--- config.mk ---
export PLATFORM = sky130hd
export DESIGN_NAME = symmetric_polar_sparse_row_offset
export DESIGN_NICKNAME = d
export VERILOG_FILES = /design/src/hw/rtl/spsro_pkg.sv /design/src/hw/rtl/spsro_decode.sv /design/src/hw/rtl/spsro_mult.sv /design/src/hw/rtl/spsro_partial.sv /design/src/hw/rtl/spsro_final.sv /design/src/hw/rtl/symmetric_polar_sparse_row_offset.sv
export SDC_FILE = /design/constraint.sdc
export NUM_CORES = 2
export LEC_CHECK = 0
export BUFFER_PORTS_ARGS = -buffer_cell sky130_fd_sc_hd__buf_2
export CAP_MARGIN = 30
export CORE_AREA = 4 4 458 279
export DETAILED_ROUTE_END_ITERATION = 10
export DIE_AREA = 0 0 462 283
export GPL_TIMING_DRIVEN = 1
export PLACE_DENSITY = 0.66
export SLEW_MARGIN = 20
export SYNTH_ARGS = -nofsm -noshare
export SYNTH_HDL_FRONTEND = slang
export SYNTH_HIERARCHICAL = 1
export SYNTH_SLANG_ARGS = --single-unit
export TNS_END_PERCENT = 5
--- constraint.sdc ---
create_clock -name clk -period 9.89 [get_ports clk]
set_input_delay 1.978 -clock clk [delete_from_list [all_inputs] [get_ports clk]]
set_output_delay 1.978 -clock clk [all_outputs]
set_load 0.005 [all_outputs]
--- src/hw/rtl/spsro_pkg.sv ---
// Types, codes and helpers shared by the polar row-offset pipeline.
`default_nettype none
package spsro_pkg;

    localparam int unsigned CFG_W = 13;
    localparam int unsigned IDX_W = 12;
    localparam int unsigned OUT_W = 28;
    localparam int unsigned CFG_IDX_W = 3;

    // Configuration register indexes.
    localparam logic [CFG_IDX_W-1:0] REG_RADIAL_NODES   = 3'd0;
    localparam logic [CFG_IDX_W-1:0] REG_ANGULAR_NODES  = 3'd1;
    localparam logic [CFG_IDX_W-1:0] REG_CIRCLE_COUNT   = 3'd2;
    localparam logic [CFG_IDX_W-1:0] REG_RADIAL_LENGTH  = 3'd3;
    localparam logic [CFG_IDX_W-1:0] REG_INNER_DIRICHLET = 3'd4;

    localparam logic [CFG_W-1:0] RST_RADIAL_NODES   = 13'd4;
    localparam logic [CFG_W-1:0] RST_ANGULAR_NODES  = 13'd8;
    localparam logic [CFG_W-1:0] RST_CIRCLE_COUNT   = 13'd2;
    localparam logic [CFG_W-1:0] RST_RADIAL_LENGTH  = 13'd2;

    // Per-angle non-zeros are 9*nr plus this offset (Dirichlet or across origin).
    localparam logic [OUT_W-1:0] TOTAL_ADJ_DIR    = 28'(-22);
    localparam logic [OUT_W-1:0] TOTAL_ADJ_ORIGIN = 28'(-13);
    localparam logic [OUT_W-1:0] OUTER_EXTRA      = 28'd6;

    typedef enum logic [2:0] {
        KIND_INTERIOR   = 3'd0,
        KIND_BOUNDARY   = 3'd1,
        KIND_ACROSS     = 3'd2,
        KIND_NEXT_INNER = 3'd3,
        KIND_NEXT_OUTER = 3'd4
    } kind_t;

    // Which layout section holds the row.
    typedef enum logic [2:0] {
        OFS_CIRCLE     = 3'd0,
        OFS_RADIAL     = 3'd1,
        OFS_INNER      = 3'd2,
        OFS_NEXT_INNER = 3'd3,
        OFS_NEXT_OUTER = 3'd4,
        OFS_OUTER      = 3'd5
    } ofs_t;

    typedef struct packed {
        logic [CFG_W-1:0] radial_nodes;
        logic [CFG_W-1:0] angular_nodes;
        logic [CFG_W-1:0] circle_section_count;
        logic [CFG_W-1:0] radial_section_length;
        logic             inner_dirichlet;
    } cfg_t;

    typedef struct packed {
        logic [IDX_W-1:0] radius_index;
        logic [IDX_W-1:0] angle_index;
    } in_t;

    typedef struct packed {
        logic [OUT_W-1:0] row_offset;
        logic [OUT_W-1:0] nonzero_total;
        logic [2:0]       stencil_kind;
        logic             index_invalid;
    } out_t;

    typedef struct packed {
        logic [IDX_W-1:0]   t;
        logic signed [13:0] rm2;
        logic signed [13:0] rlm2;
        logic signed [13:0] csm2;
        logic signed [13:0] r_m_cs;
        logic [OUT_W-1:0]   scale;
        kind_t              kind;
        logic               invalid;
        ofs_t               ofs;
    } dec_t;

    typedef struct packed {
        logic [OUT_W-1:0]   p_a;
        logic [OUT_W-1:0]   p_b;
        logic [OUT_W-1:0]   p_c;
        logic [OUT_W-1:0]   p_tot;
        logic [OUT_W-1:0]   base;
        logic [OUT_W-1:0]   cin_t;
        logic [OUT_W-1:0]   cnin_t;
        logic [OUT_W-1:0]   cin_nt;
        logic [IDX_W-1:0]   t;
        logic signed [13:0] rlm2;
        logic signed [13:0] r_m_cs;
        kind_t              kind;
        logic               invalid;
        ofs_t               ofs;
    } mul_t;

    typedef struct packed {
        logic [OUT_W-1:0] pre;
        logic [OUT_W-1:0] d;
        logic [OUT_W-1:0] add;
        logic [OUT_W-1:0] total;
        kind_t            kind;
        logic             invalid;
    } part_t;

    function automatic logic [OUT_W-1:0] sx14(input logic signed [13:0] v);
        return OUT_W'(v);
    endfunction

endpackage
`default_nettype wire

--- src/hw/rtl/spsro_decode.sv ---
// First stage: stencil kind, layout section and narrow differences.
`default_nettype none
module spsro_decode (
    input  wire logic            clk,
    input  wire logic            rst_n,
    input  wire spsro_pkg::cfg_t cfg,
    input  wire logic            up_valid,
    output logic                 up_ready,
    input  wire spsro_pkg::in_t  up_data,
    output logic                 dn_valid,
    input  wire logic            dn_ready,
    output spsro_pkg::dec_t      dn_data
);

    logic            vld_reg;
    spsro_pkg::dec_t data_reg;
    spsro_pkg::dec_t data_next;

    logic signed [14:0] r_s;
    logic signed [14:0] nr_m1;
    logic signed [14:0] nr_m2;
    logic signed [14:0] cs_s;
    logic               dir;
    logic               r_is0;
    logic               r_is1;
    logic               lt_nr2;
    logic [spsro_pkg::OUT_W-1:0] nr28;

    always_comb
    begin
        r_s    = $signed({3'b0, up_data.radius_index});
        nr_m1  = $signed({2'b0, cfg.radial_nodes}) - 15'sd1;
        nr_m2  = $signed({2'b0, cfg.radial_nodes}) - 15'sd2;
        cs_s   = $signed({2'b0, cfg.circle_section_count});
        dir    = cfg.inner_dirichlet;
        r_is0  = (r_s == 15'sd0);
        r_is1  = (r_s == 15'sd1);
        lt_nr2 = (r_s < nr_m2);
        nr28   = {15'b0, cfg.radial_nodes};

        data_next.t       = up_data.angle_index;
        data_next.rm2     = $signed({2'b0, up_data.radius_index}) - 14'sd2;
        data_next.rlm2    = $signed({1'b0, cfg.radial_section_length}) - 14'sd2;
        data_next.csm2    = $signed({1'b0, cfg.circle_section_count}) - 14'sd2;
        data_next.r_m_cs  = $signed({2'b0, up_data.radius_index})
                          - $signed({1'b0, cfg.circle_section_count});
        data_next.scale   = (nr28 << 3) + nr28
                          + (dir ? spsro_pkg::TOTAL_ADJ_DIR : spsro_pkg::TOTAL_ADJ_ORIGIN);
        data_next.invalid = 1'b0;

        if ((r_s > 15'sd1 && lt_nr2) || (r_is1 && !dir))
            data_next.kind = spsro_pkg::KIND_INTERIOR;
        else if (r_s == nr_m1 || (r_is0 && dir))
            data_next.kind = spsro_pkg::KIND_BOUNDARY;
        else if (r_is0)
            data_next.kind = spsro_pkg::KIND_ACROSS;
        else if (r_is1)
            data_next.kind = spsro_pkg::KIND_NEXT_INNER;
        else if (r_s == nr_m2)
            data_next.kind = spsro_pkg::KIND_NEXT_OUTER;
        else
        begin
            data_next.kind    = spsro_pkg::KIND_INTERIOR;
            data_next.invalid = 1'b1;
        end

        // The section checks keep their own order; a radial-section match can
        // take the innermost circles when the circle section is short.
        if (r_s > 15'sd1 && r_s < cs_s)
            data_next.ofs = spsro_pkg::OFS_CIRCLE;
        else if (cs_s <= r_s && lt_nr2)
            data_next.ofs = spsro_pkg::OFS_RADIAL;
        else if (r_is0)
            data_next.ofs = spsro_pkg::OFS_INNER;
        else if (r_is1)
            data_next.ofs = spsro_pkg::OFS_NEXT_INNER;
        else if (r_s == nr_m2)
            data_next.ofs = spsro_pkg::OFS_NEXT_OUTER;
        else
            data_next.ofs = spsro_pkg::OFS_OUTER;
    end

    assign up_ready = !vld_reg || dn_ready;
    assign dn_valid = vld_reg;
    assign dn_data  = data_reg;

    always_ff @(posedge clk or negedge rst_n)
    begin
        if (!rst_n)
            vld_reg <= 1'b0;
        else if (up_ready)
            vld_reg <= up_valid;
    end

    always_ff @(posedge clk)
    begin
        if (up_ready && up_valid)
            data_reg <= data_next;
    end

endmodule
`default_nettype wire

--- src/hw/rtl/spsro_mult.sv ---
// Second stage: the four products and the small constant-scaled terms.
`default_nettype none
module spsro_mult (
    input  wire logic            clk,
    input  wire logic            rst_n,
    input  wire spsro_pkg::cfg_t cfg,
    input  wire logic            up_valid,
    output logic                 up_ready,
    input  wire spsro_pkg::dec_t up_data,
    output logic                 dn_valid,
    input  wire logic            dn_ready,
    output spsro_pkg::mul_t      dn_data
);

    logic            vld_reg;
    spsro_pkg::mul_t data_reg;
    spsro_pkg::mul_t data_next;

    logic [spsro_pkg::OUT_W-1:0] nt28;
    logic [spsro_pkg::OUT_W-1:0] t28;
    logic                        dir;

    always_comb
    begin
        nt28 = {15'b0, cfg.angular_nodes};
        t28  = {16'b0, up_data.t};
        dir  = cfg.inner_dirichlet;

        // All products wrap to the output width, which is exact modulo 2^28.
        data_next.p_a    = spsro_pkg::sx14(up_data.rm2) * nt28;
        data_next.p_b    = t28 * spsro_pkg::sx14(up_data.rlm2);
        data_next.p_c    = nt28 * spsro_pkg::sx14(up_data.csm2);
        data_next.p_tot  = up_data.scale * nt28;
        data_next.base   = dir ? (nt28 << 3) - nt28 : (nt28 << 4);
        data_next.cin_t  = dir ? t28 : (t28 << 3) - t28;
        data_next.cnin_t = dir ? (t28 << 2) + (t28 << 1) : (t28 << 3) + t28;
        data_next.cin_nt = dir ? nt28 : (nt28 << 3) - nt28;
        data_next.t       = up_data.t;
        data_next.rlm2    = up_data.rlm2;
        data_next.r_m_cs  = up_data.r_m_cs;
        data_next.kind    = up_data.kind;
        data_next.invalid = up_data.invalid;
        data_next.ofs     = up_data.ofs;
    end

    assign up_ready = !vld_reg || dn_ready;
    assign dn_valid = vld_reg;
    assign dn_data  = data_reg;

    always_ff @(posedge clk or negedge rst_n)
    begin
        if (!rst_n)
            vld_reg <= 1'b0;
        else if (up_ready)
            vld_reg <= up_valid;
    end

    always_ff @(posedge clk)
    begin
        if (up_ready && up_valid)
            data_reg <= data_next;
    end

endmodule
`default_nettype wire

--- src/hw/rtl/spsro_partial.sv ---
// Third stage: per-section partial sums, reduced to pre + 9*d + add.
`default_nettype none
module spsro_partial (
    input  wire logic            clk,
    input  wire logic            rst_n,
    input  wire logic            up_valid,
    output logic                 up_ready,
    input  wire spsro_pkg::mul_t up_data,
    output logic                 dn_valid,
    input  wire logic            dn_ready,
    output spsro_pkg::part_t     dn_data
);

    logic             vld_reg;
    spsro_pkg::part_t data_reg;
    spsro_pkg::part_t data_next;

    logic [spsro_pkg::OUT_W-1:0] t28;
    logic [spsro_pkg::OUT_W-1:0] seven_t;
    logic [spsro_pkg::OUT_W-1:0] circ_base;
    logic [spsro_pkg::OUT_W-1:0] d_outer;

    always_comb
    begin
        t28       = {16'b0, up_data.t};
        seven_t   = (t28 << 3) - t28;
        circ_base = up_data.base + (up_data.p_c << 3) + up_data.p_c;
        // (t + 1) * (rl - 2) is t * (rl - 2) plus rl - 2.
        d_outer   = up_data.p_b + spsro_pkg::sx14(up_data.rlm2);

        data_next.total   = up_data.p_tot;
        data_next.kind    = up_data.kind;
        data_next.invalid = up_data.invalid;
        data_next.pre     = '0;
        data_next.d       = '0;
        data_next.add     = '0;

        if (!up_data.invalid)
        begin
            case (up_data.ofs)
                spsro_pkg::OFS_CIRCLE:
                begin
                    data_next.pre = up_data.base;
                    data_next.d   = up_data.p_a + t28;
                end
                spsro_pkg::OFS_RADIAL:
                begin
                    data_next.pre = circ_base;
                    data_next.d   = up_data.p_b + spsro_pkg::sx14(up_data.r_m_cs);
                    data_next.add = seven_t;
                end
                spsro_pkg::OFS_INNER:
                begin
                    data_next.pre = up_data.cin_t;
                end
                spsro_pkg::OFS_NEXT_INNER:
                begin
                    data_next.pre = up_data.cin_nt;
                    data_next.add = up_data.cnin_t;
                end
                spsro_pkg::OFS_NEXT_OUTER:
                begin
                    data_next.pre = circ_base;
                    data_next.d   = d_outer;
                    data_next.add = seven_t;
                end
                default:
                begin
                    data_next.pre = circ_base;
                    data_next.d   = d_outer;
                    data_next.add = seven_t + spsro_pkg::OUTER_EXTRA;
                end
            endcase
        end
    end

    assign up_ready = !vld_reg || dn_ready;
    assign dn_valid = vld_reg;
    assign dn_data  = data_reg;

    always_ff @(posedge clk or negedge rst_n)
    begin
        if (!rst_n)
            vld_reg <= 1'b0;
        else if (up_ready)
            vld_reg <= up_valid;
    end

    always_ff @(posedge clk)
    begin
        if (up_ready && up_valid)
            data_reg <= data_next;
    end

endmodule
`default_nettype wire

--- src/hw/rtl/spsro_final.sv ---
// Last stage: final row-offset sum into the output register.
`default_nettype none
module spsro_final (
    input  wire logic             clk,
    input  wire logic             rst_n,
    input  wire logic             up_valid,
    output logic                  up_ready,
    input  wire spsro_pkg::part_t up_data,
    output logic                  dn_valid,
    input  wire logic             dn_ready,
    output spsro_pkg::out_t       dn_data
);

    logic            vld_reg;
    spsro_pkg::out_t data_reg;
    spsro_pkg::out_t data_next;

    always_comb
    begin
        data_next.row_offset    = up_data.pre + (up_data.d << 3) + up_data.d + up_data.add;
        data_next.nonzero_total = up_data.total;
        data_next.stencil_kind  = up_data.kind;
        data_next.index_invalid = up_data.invalid;
    end

    assign up_ready = !vld_reg || dn_ready;
    assign dn_valid = vld_reg;
    assign dn_data  = data_reg;

    always_ff @(posedge clk or negedge rst_n)
    begin
        if (!rst_n)
            vld_reg <= 1'b0;
        else if (up_ready)
            vld_reg <= up_valid;
    end

    always_ff @(posedge clk)
    begin
        if (up_ready && up_valid)
            data_reg <= data_next;
    end

endmodule
`default_nettype wire

--- src/hw/rtl/symmetric_polar_sparse_row_offset.sv ---
// An accepted input is registered in turn by the decode, multiply, partial-sum
// and final-sum stages before out_valid rises for it.
// Throughput: one item per cycle through these four register stages; a stall
// holds every full stage in place, while an empty stage can still take an item.
// Reset (rst_n low, asynchronous) empties all stages and loads the registers
// with nr = 4, ntheta = 8, circle count 2, radial length 2, across-origin mode.
`default_nettype none
module symmetric_polar_sparse_row_offset (
    input  wire logic                                clk,
    input  wire logic                                rst_n,
    input  wire logic                                cfg_wr_en,
    input  wire logic [spsro_pkg::CFG_IDX_W-1:0]     cfg_index,
    input  wire logic [spsro_pkg::CFG_W-1:0]         cfg_wr_data,
    input  wire logic                                in_valid,
    output logic                                     in_ready,
    input  wire spsro_pkg::in_t                      in_data,
    output logic                                     out_valid,
    input  wire logic                                out_ready,
    output spsro_pkg::out_t                          out_data
);

    spsro_pkg::cfg_t cfg_reg;

    logic             dec_valid;
    logic             dec_ready;
    spsro_pkg::dec_t  dec_data;
    logic             mul_valid;
    logic             mul_ready;
    spsro_pkg::mul_t  mul_data;
    logic             part_valid;
    logic             part_ready;
    spsro_pkg::part_t part_data;

    always_ff @(posedge clk or negedge rst_n)
    begin
        if (!rst_n)
        begin
            cfg_reg.radial_nodes          <= spsro_pkg::RST_RADIAL_NODES;
            cfg_reg.angular_nodes         <= spsro_pkg::RST_ANGULAR_NODES;
            cfg_reg.circle_section_count  <= spsro_pkg::RST_CIRCLE_COUNT;
            cfg_reg.radial_section_length <= spsro_pkg::RST_RADIAL_LENGTH;
            cfg_reg.inner_dirichlet       <= 1'b0;
        end
        else if (cfg_wr_en)
        begin
            case (cfg_index)
                spsro_pkg::REG_RADIAL_NODES:    cfg_reg.radial_nodes          <= cfg_wr_data;
                spsro_pkg::REG_ANGULAR_NODES:   cfg_reg.angular_nodes         <= cfg_wr_data;
                spsro_pkg::REG_CIRCLE_COUNT:    cfg_reg.circle_section_count  <= cfg_wr_data;
                spsro_pkg::REG_RADIAL_LENGTH:   cfg_reg.radial_section_length <= cfg_wr_data;
                spsro_pkg::REG_INNER_DIRICHLET: cfg_reg.inner_dirichlet       <= cfg_wr_data[0];
                default: ;
            endcase
        end
    end

    spsro_decode u_decode (
        .clk      (clk),
        .rst_n    (rst_n),
        .cfg      (cfg_reg),
        .up_valid (in_valid),
        .up_ready (in_ready),
        .up_data  (in_data),
        .dn_valid (dec_valid),
        .dn_ready (dec_ready),
        .dn_data  (dec_data)
    );

    spsro_mult u_mult (
        .clk      (clk),
        .rst_n    (rst_n),
        .cfg      (cfg_reg),
        .up_valid (dec_valid),
        .up_ready (dec_ready),
        .up_data  (dec_data),
        .dn_valid (mul_valid),
        .dn_ready (mul_ready),
        .dn_data  (mul_data)
    );

    spsro_partial u_partial (
        .clk      (clk),
        .rst_n    (rst_n),
        .up_valid (mul_valid),
        .up_ready (mul_ready),
        .up_data  (mul_data),
        .dn_valid (part_valid),
        .dn_ready (part_ready),
        .dn_data  (part_data)
    );

    spsro_final u_final (
        .clk      (clk),
        .rst_n    (rst_n),
        .up_valid (part_valid),
        .up_ready (part_ready),
        .up_data  (part_data),
        .dn_valid (out_valid),
        .dn_ready (out_ready),
        .dn_data  (out_data)
    );

endmodule
`default_nettype wire

Word-level counts from Yosys, hierarchy flattened
Index checks and enable logic that the tools add are counted.

Bits of input ports: 45. Word-level logic and storage cells: 142. Output and inout bits: 62. Flip-flop bits (word level): 573.

Muxes and demuxes: 17. Equal/unequal tests: 11. Add/sub/neg operators: 22. $lt $le $gt $ge: 4. $mul: 4. Reductions and logical operators: 35.

Operators with widths (number): $pmux W28 S3 (3); $add A28 B28 Y28 (8); $mul A13 B14 Y27 (2); $sub A13 B2 Y14 const B (3); $sub A15 B12 Y16 (2); $eq A13 B15 Y1 (2); $add A28 B12 Y28 (1); $add A28 B3 Y28 const B (1); $mul A14 B14 Y28 (1); $mul A28 B13 Y28 (1); $mux W28 (1); $add A16 B13 Y17 (1); $mux W17 (1); $sub A16 B13 Y17 (1); $add A15 B12 Y16 (1); $add A14 B13 Y15 (1); $lt A13 B15 Y1 (1); $sub A12 B13 Y14 (1); $sub A13 B1 Y14 const B (1); $le A13 B12 Y1 (1); $lt A12 B13 Y1 (1); $mux W13 (1); $sub A12 B2 Y13 const B (1); $eq A12 B2 Y1 const B (1); other kinds (17) (55).

Depth between registers and ports, before layout
Depth in word-level cells: 6. Depth in mapped cells: 24. Gate-level depth less buffers: 22.

Cells and area by module
The synthesis kept the hierarchy.

By module, submodules not included: spsro_mult (sequential area each 6751.5 µm², area an instance 38007.7 µm², cells each 3965, times used 1); spsro_partial (sequential area each 3508.4 µm², area an instance 10586.4 µm², cells each 1111, times used 1); spsro_decode (sequential area each 2817.7 µm², area an instance 6074.6 µm², cells each 546, times used 1); spsro_final (sequential area each 1826.8 µm², area an instance 4697.0 µm², cells each 418, times used 1); symmetric_polar_sparse_row_offset (sequential area each 1331.3 µm², area an instance 2169.6 µm², cells each 115, times used 1).

Worst setup path before layout
OpenSTA, ideal clock, no wires.

Kind: in2reg. From: in out_ready. To: reg u_mult.data_reg (netlist bit u_mult/dn_data[0]) (enable). Library setup time: 0.612 ns. Path buffers: 0. Required time: 9.278 ns. Data arrival time: 7.429 ns. Path slack: 1.849 ns. Cell stages on the path: 4. Path through: nand2b_1 -> nand2b_1 -> nand2b_1 -> and2_1.

Longest elaborated chain between the ends: 4.

RTL lines: start: declaration (line symmetric_polar_sparse_row_offset.sv:18) `input wire logic out_ready,`; $logic_or A1 B1 Y1 (line spsro_final.sv:26) `assign up_ready = !vld_reg || dn_ready;`; $logic_or A1 B1 Y1 (line spsro_partial.sv:77) `assign up_ready = !vld_reg || dn_ready;`; net mul_ready (line symmetric_polar_sparse_row_offset.sv:28) `logic mul_ready;`; $logic_or A1 B1 Y1 (line spsro_mult.sv:46) `assign up_ready = !vld_reg || dn_ready;`; net dec_ready (line symmetric_polar_sparse_row_offset.sv:25) `logic dec_ready;`; $logic_and A1 B1 Y1 (line spsro_mult.sv:60) `if (up_ready && up_valid)`; end signal: assignment (line spsro_mult.sv:61) `data_reg <= data_next;`; end: declaration (line spsro_mult.sv:16) `spsro_pkg::mul_t data_reg;`.

The timed path passes the listed nets, and every way through them passes these cells. A chain may end at the register's enable or synchronous reset.

==> flow_metrics.py <==
metrics = {
    "layout": {
        "post_route_cells_drive_above_1_share": 0.0679,
        "multi_input_area_um2": 39800,
        "largest_reg_flops": 224,
        "syn2layout_area_growth_pct": 5.95,
        "layout_common_cells": "1120 x inv_1, 764 x fa_1, 619 x nand2_1",
        "mostFrequentLayoutCell": "inv_1",
        "fill_cells": 11000,
        "nNetsFinal": 7396,
        "diodes": 0,
        "layout.area.seq_um2": 16200,
    },
    "setup_path": {
        "cp.arrival_ns": 7.37,
        "cp_slowest_cell": "dfstp_2",
        "worst_path_most_repeated_cell": "fa_1",
        "cp.required_ns": 10.30,
        "start_kind": "register",
        "reg2reg_slack_ns": 2.93,
        "worstPathMaxFanout": 29,
        "critPathMaxStageDelay_ns": 0.93,
        "end_kind": "register",
        "critPathKind": "reg2reg",
        "path_cells": "buf_4, and2_1, inv_1, fa_1, inv_1, fa_1, fa_1, fa_1, fa_1, inv_1, fa_1, inv_1, ha_1, and3_1, and2_1, a21boi_1, o31a_1, or2_2, a31oi_1, xnor2_1",
    },
    "detailed_routing": {
        "wire_per_inst_um": 20.5,
        "drc": 0,
        "vias": 43300,
        "via_per_inst": 5.57,
        "antenna_left": 0,
        "totalWireLength_mm": 159,
        "detail_route.iter0.violations": 4124,
        "drt_pass1_iterations": 6,
    },
    "floorplan": {
        "core_um2": 123000,
        "die_w_um": 462,
        "ios": 107,
        "fp-row-count": 100,
        "die_h_um": 283,
        "start_util": 0.499,
        "dieArea_um2": 131000,
    },
    "logic_synthesis": {
        "synth-seq-cells": 550,
        "ys_seq_area_frac": 0.264,
        "synthFlopType": "edfxtp_1",
        "syn_area_per_cell_um2": 10.0,
        "yosys.area.top_type": "fa_1",
        "yosysWarningCount": 6,
        "synthCells": 6155,
        "synth_area_um2": 61500,
        "synth_top_area_frac": 0.249,
        "synth_area_leaders": "fa_1 25%, edfxtp_1 24%, ha_1 9.9%",
        "synth-edff-count": 493,
        "synthArstFlopShare": 0.104,
        "ys_types": 123,
    },
    "clock_network": {
        "clock_sink_count": 550,
        "clkLatencyLatePin_ns": 0.69,
        "postCtsHoldBufs": 0,
        "cts_buffer_depth": 3,
        "cts_resized": 0,
        "cts_tree": "yes",
        "cts_root_buf": "clkbuf_16",
        "clk_pin_slew_worst_paths_ns": 0.07,
        "numCtsBuffers": 56,
        "cts_max_level": 2,
        "postCtsSetupBuffers": 0,
    },
    "timing": {
        "setup_ws_ns": 2.93,
        "fmax_mhz": 144,
        "setup_tns_ns": 0,
        "finalSetupViolCount": 0,
        "period_share": 0.704,
        "worst_slew_pin_slew_ns": 1.06,
        "drv_slew": 0,
        "fin_crit_ns": 6.96,
        "clock-skew-final_ns": 0.0365,
        "hold_viol_final": 0,
        "relSlewSlack": 0.291,
        "rsz0062_at_grt": "no",
    },
    "global_route": {
        "grt_overflow_total": 0,
        "grt_pass1_vias": 43000,
        "grt_pass1_wl_mm": 251,
        "grt_max_degree": 162,
        "antenna_found_initial": 10,
        "grt_util_all_layers": 0.245,
    },
    "worst_hold_path": {
        "hp-class": "reg2reg",
    },
    "placement": {
        "pre_cts_slack_ns": 2.96,
        "port_buffers": 106,
        "hpwl_mm": 125,
        "gp_congestion": 0.948,
    },
    "run": {
        "cap_violations": 0,
    },
    "run_status": {
        "status": "finished clean",
    },
}
stage by stage:
step	util	area, um2	std cells	hold WS, ns
2_1_floorplan	-	61600	6166	0.400
3_3_place_gp	0.512	63200	7666	0.403
3_5_place_dp	0.513	63200	7671	0.405
4_1_cts	0.528	65100	7773	0.400
5_1_grt	0.528	65200	7775	0.388
6_report	0.528	65200	7775	0.389
worst paths after layout:
kind,cells after the start,start,to
worst min register to register,0,u_mult/dn_data[178]$_DFFE_PP_,u_partial/dn_data[23]$_DFFE_PP_
min in group asynchronous,2,rst_n,cfg_reg[50]$_DFFE_PN0P_
worst max-delay path,20,cfg_reg[30]$_DFFE_PN1P_,u_mult/dn_data[266]$_DFFE_PP_
worst max register to register,20,cfg_reg[30]$_DFFE_PN1P_,u_mult/dn_data[266]$_DFFE_PP_
max in group asynchronous,2,rst_n,cfg_reg[32]$_DFFE_PN0P_
worst min-delay path,0,u_mult/dn_data[178]$_DFFE_PP_,u_partial/dn_data[23]$_DFFE_PP_
synthesized netlist by cell type (all sizes together) (89+ instances only):
master / count
inv: 1120
fa: 764
nand2: 620
edfxtp: 493
ha: 488
and2: 392
a21oi: 234
xnor2: 230
nor2: 221
clkbuf: 201
o21ai: 159
xor2: 100
a21o: 91
nor3: 89
metal layers:
metal	share of wire	up-vias	global-route usage	wire [um]
met3	0.10	138	0.0602	16400
met5	0	-	0	0
met1	0.50	21600	0.406	79100
met4	0.014	0	0.0353	2240
met2	0.39	1728	0.323	61500
li1	-	19900	-	-
area by class of cell:
cell class / count / share of cell area
Clock buffer: 68 / 0.0230
Clock inverter: 34 / 0.00601
Inverter: 1121 / 0.0645
Multi-Input combinational cell: 4213 / 0.611
Sequential cell: 550 / 0.249
Tap cell: 1632 / 0.0313
Timing Repair Buffer: 157 / 0.0154
cell families after synthesis:
logic type | Yosys count | synth area share
AO/OA/AOI/OAI | 867 | 0.0941
XOR/XNOR | 330 | 0.0471
adder cells (fa/ha/maj) | 1252 | 0.348
buffers and inverters | 1403 | 0.0903
flip-flops | 550 | 0.264
multiplexers | 118 | 0.0228
other | 1 | 0.0000609
AND/OR/NAND/NOR | 1634 | 0.134
critical path, delay by kind of cell (launching register included):
kind,cells,cell delay [ns]
adders and majority gates,7,3.36
and+or+nand+nor,4,0.96
DFF,1,0.93
buffers and inverters,5,0.68
AOI/OAI and AO/OA,3,0.67
xor gates and xnor gates,1,0.09
Power is left out: the tool's default activity adds up to more than one toggle a clock period on the data nets, which glitch-free logic cannot reach.
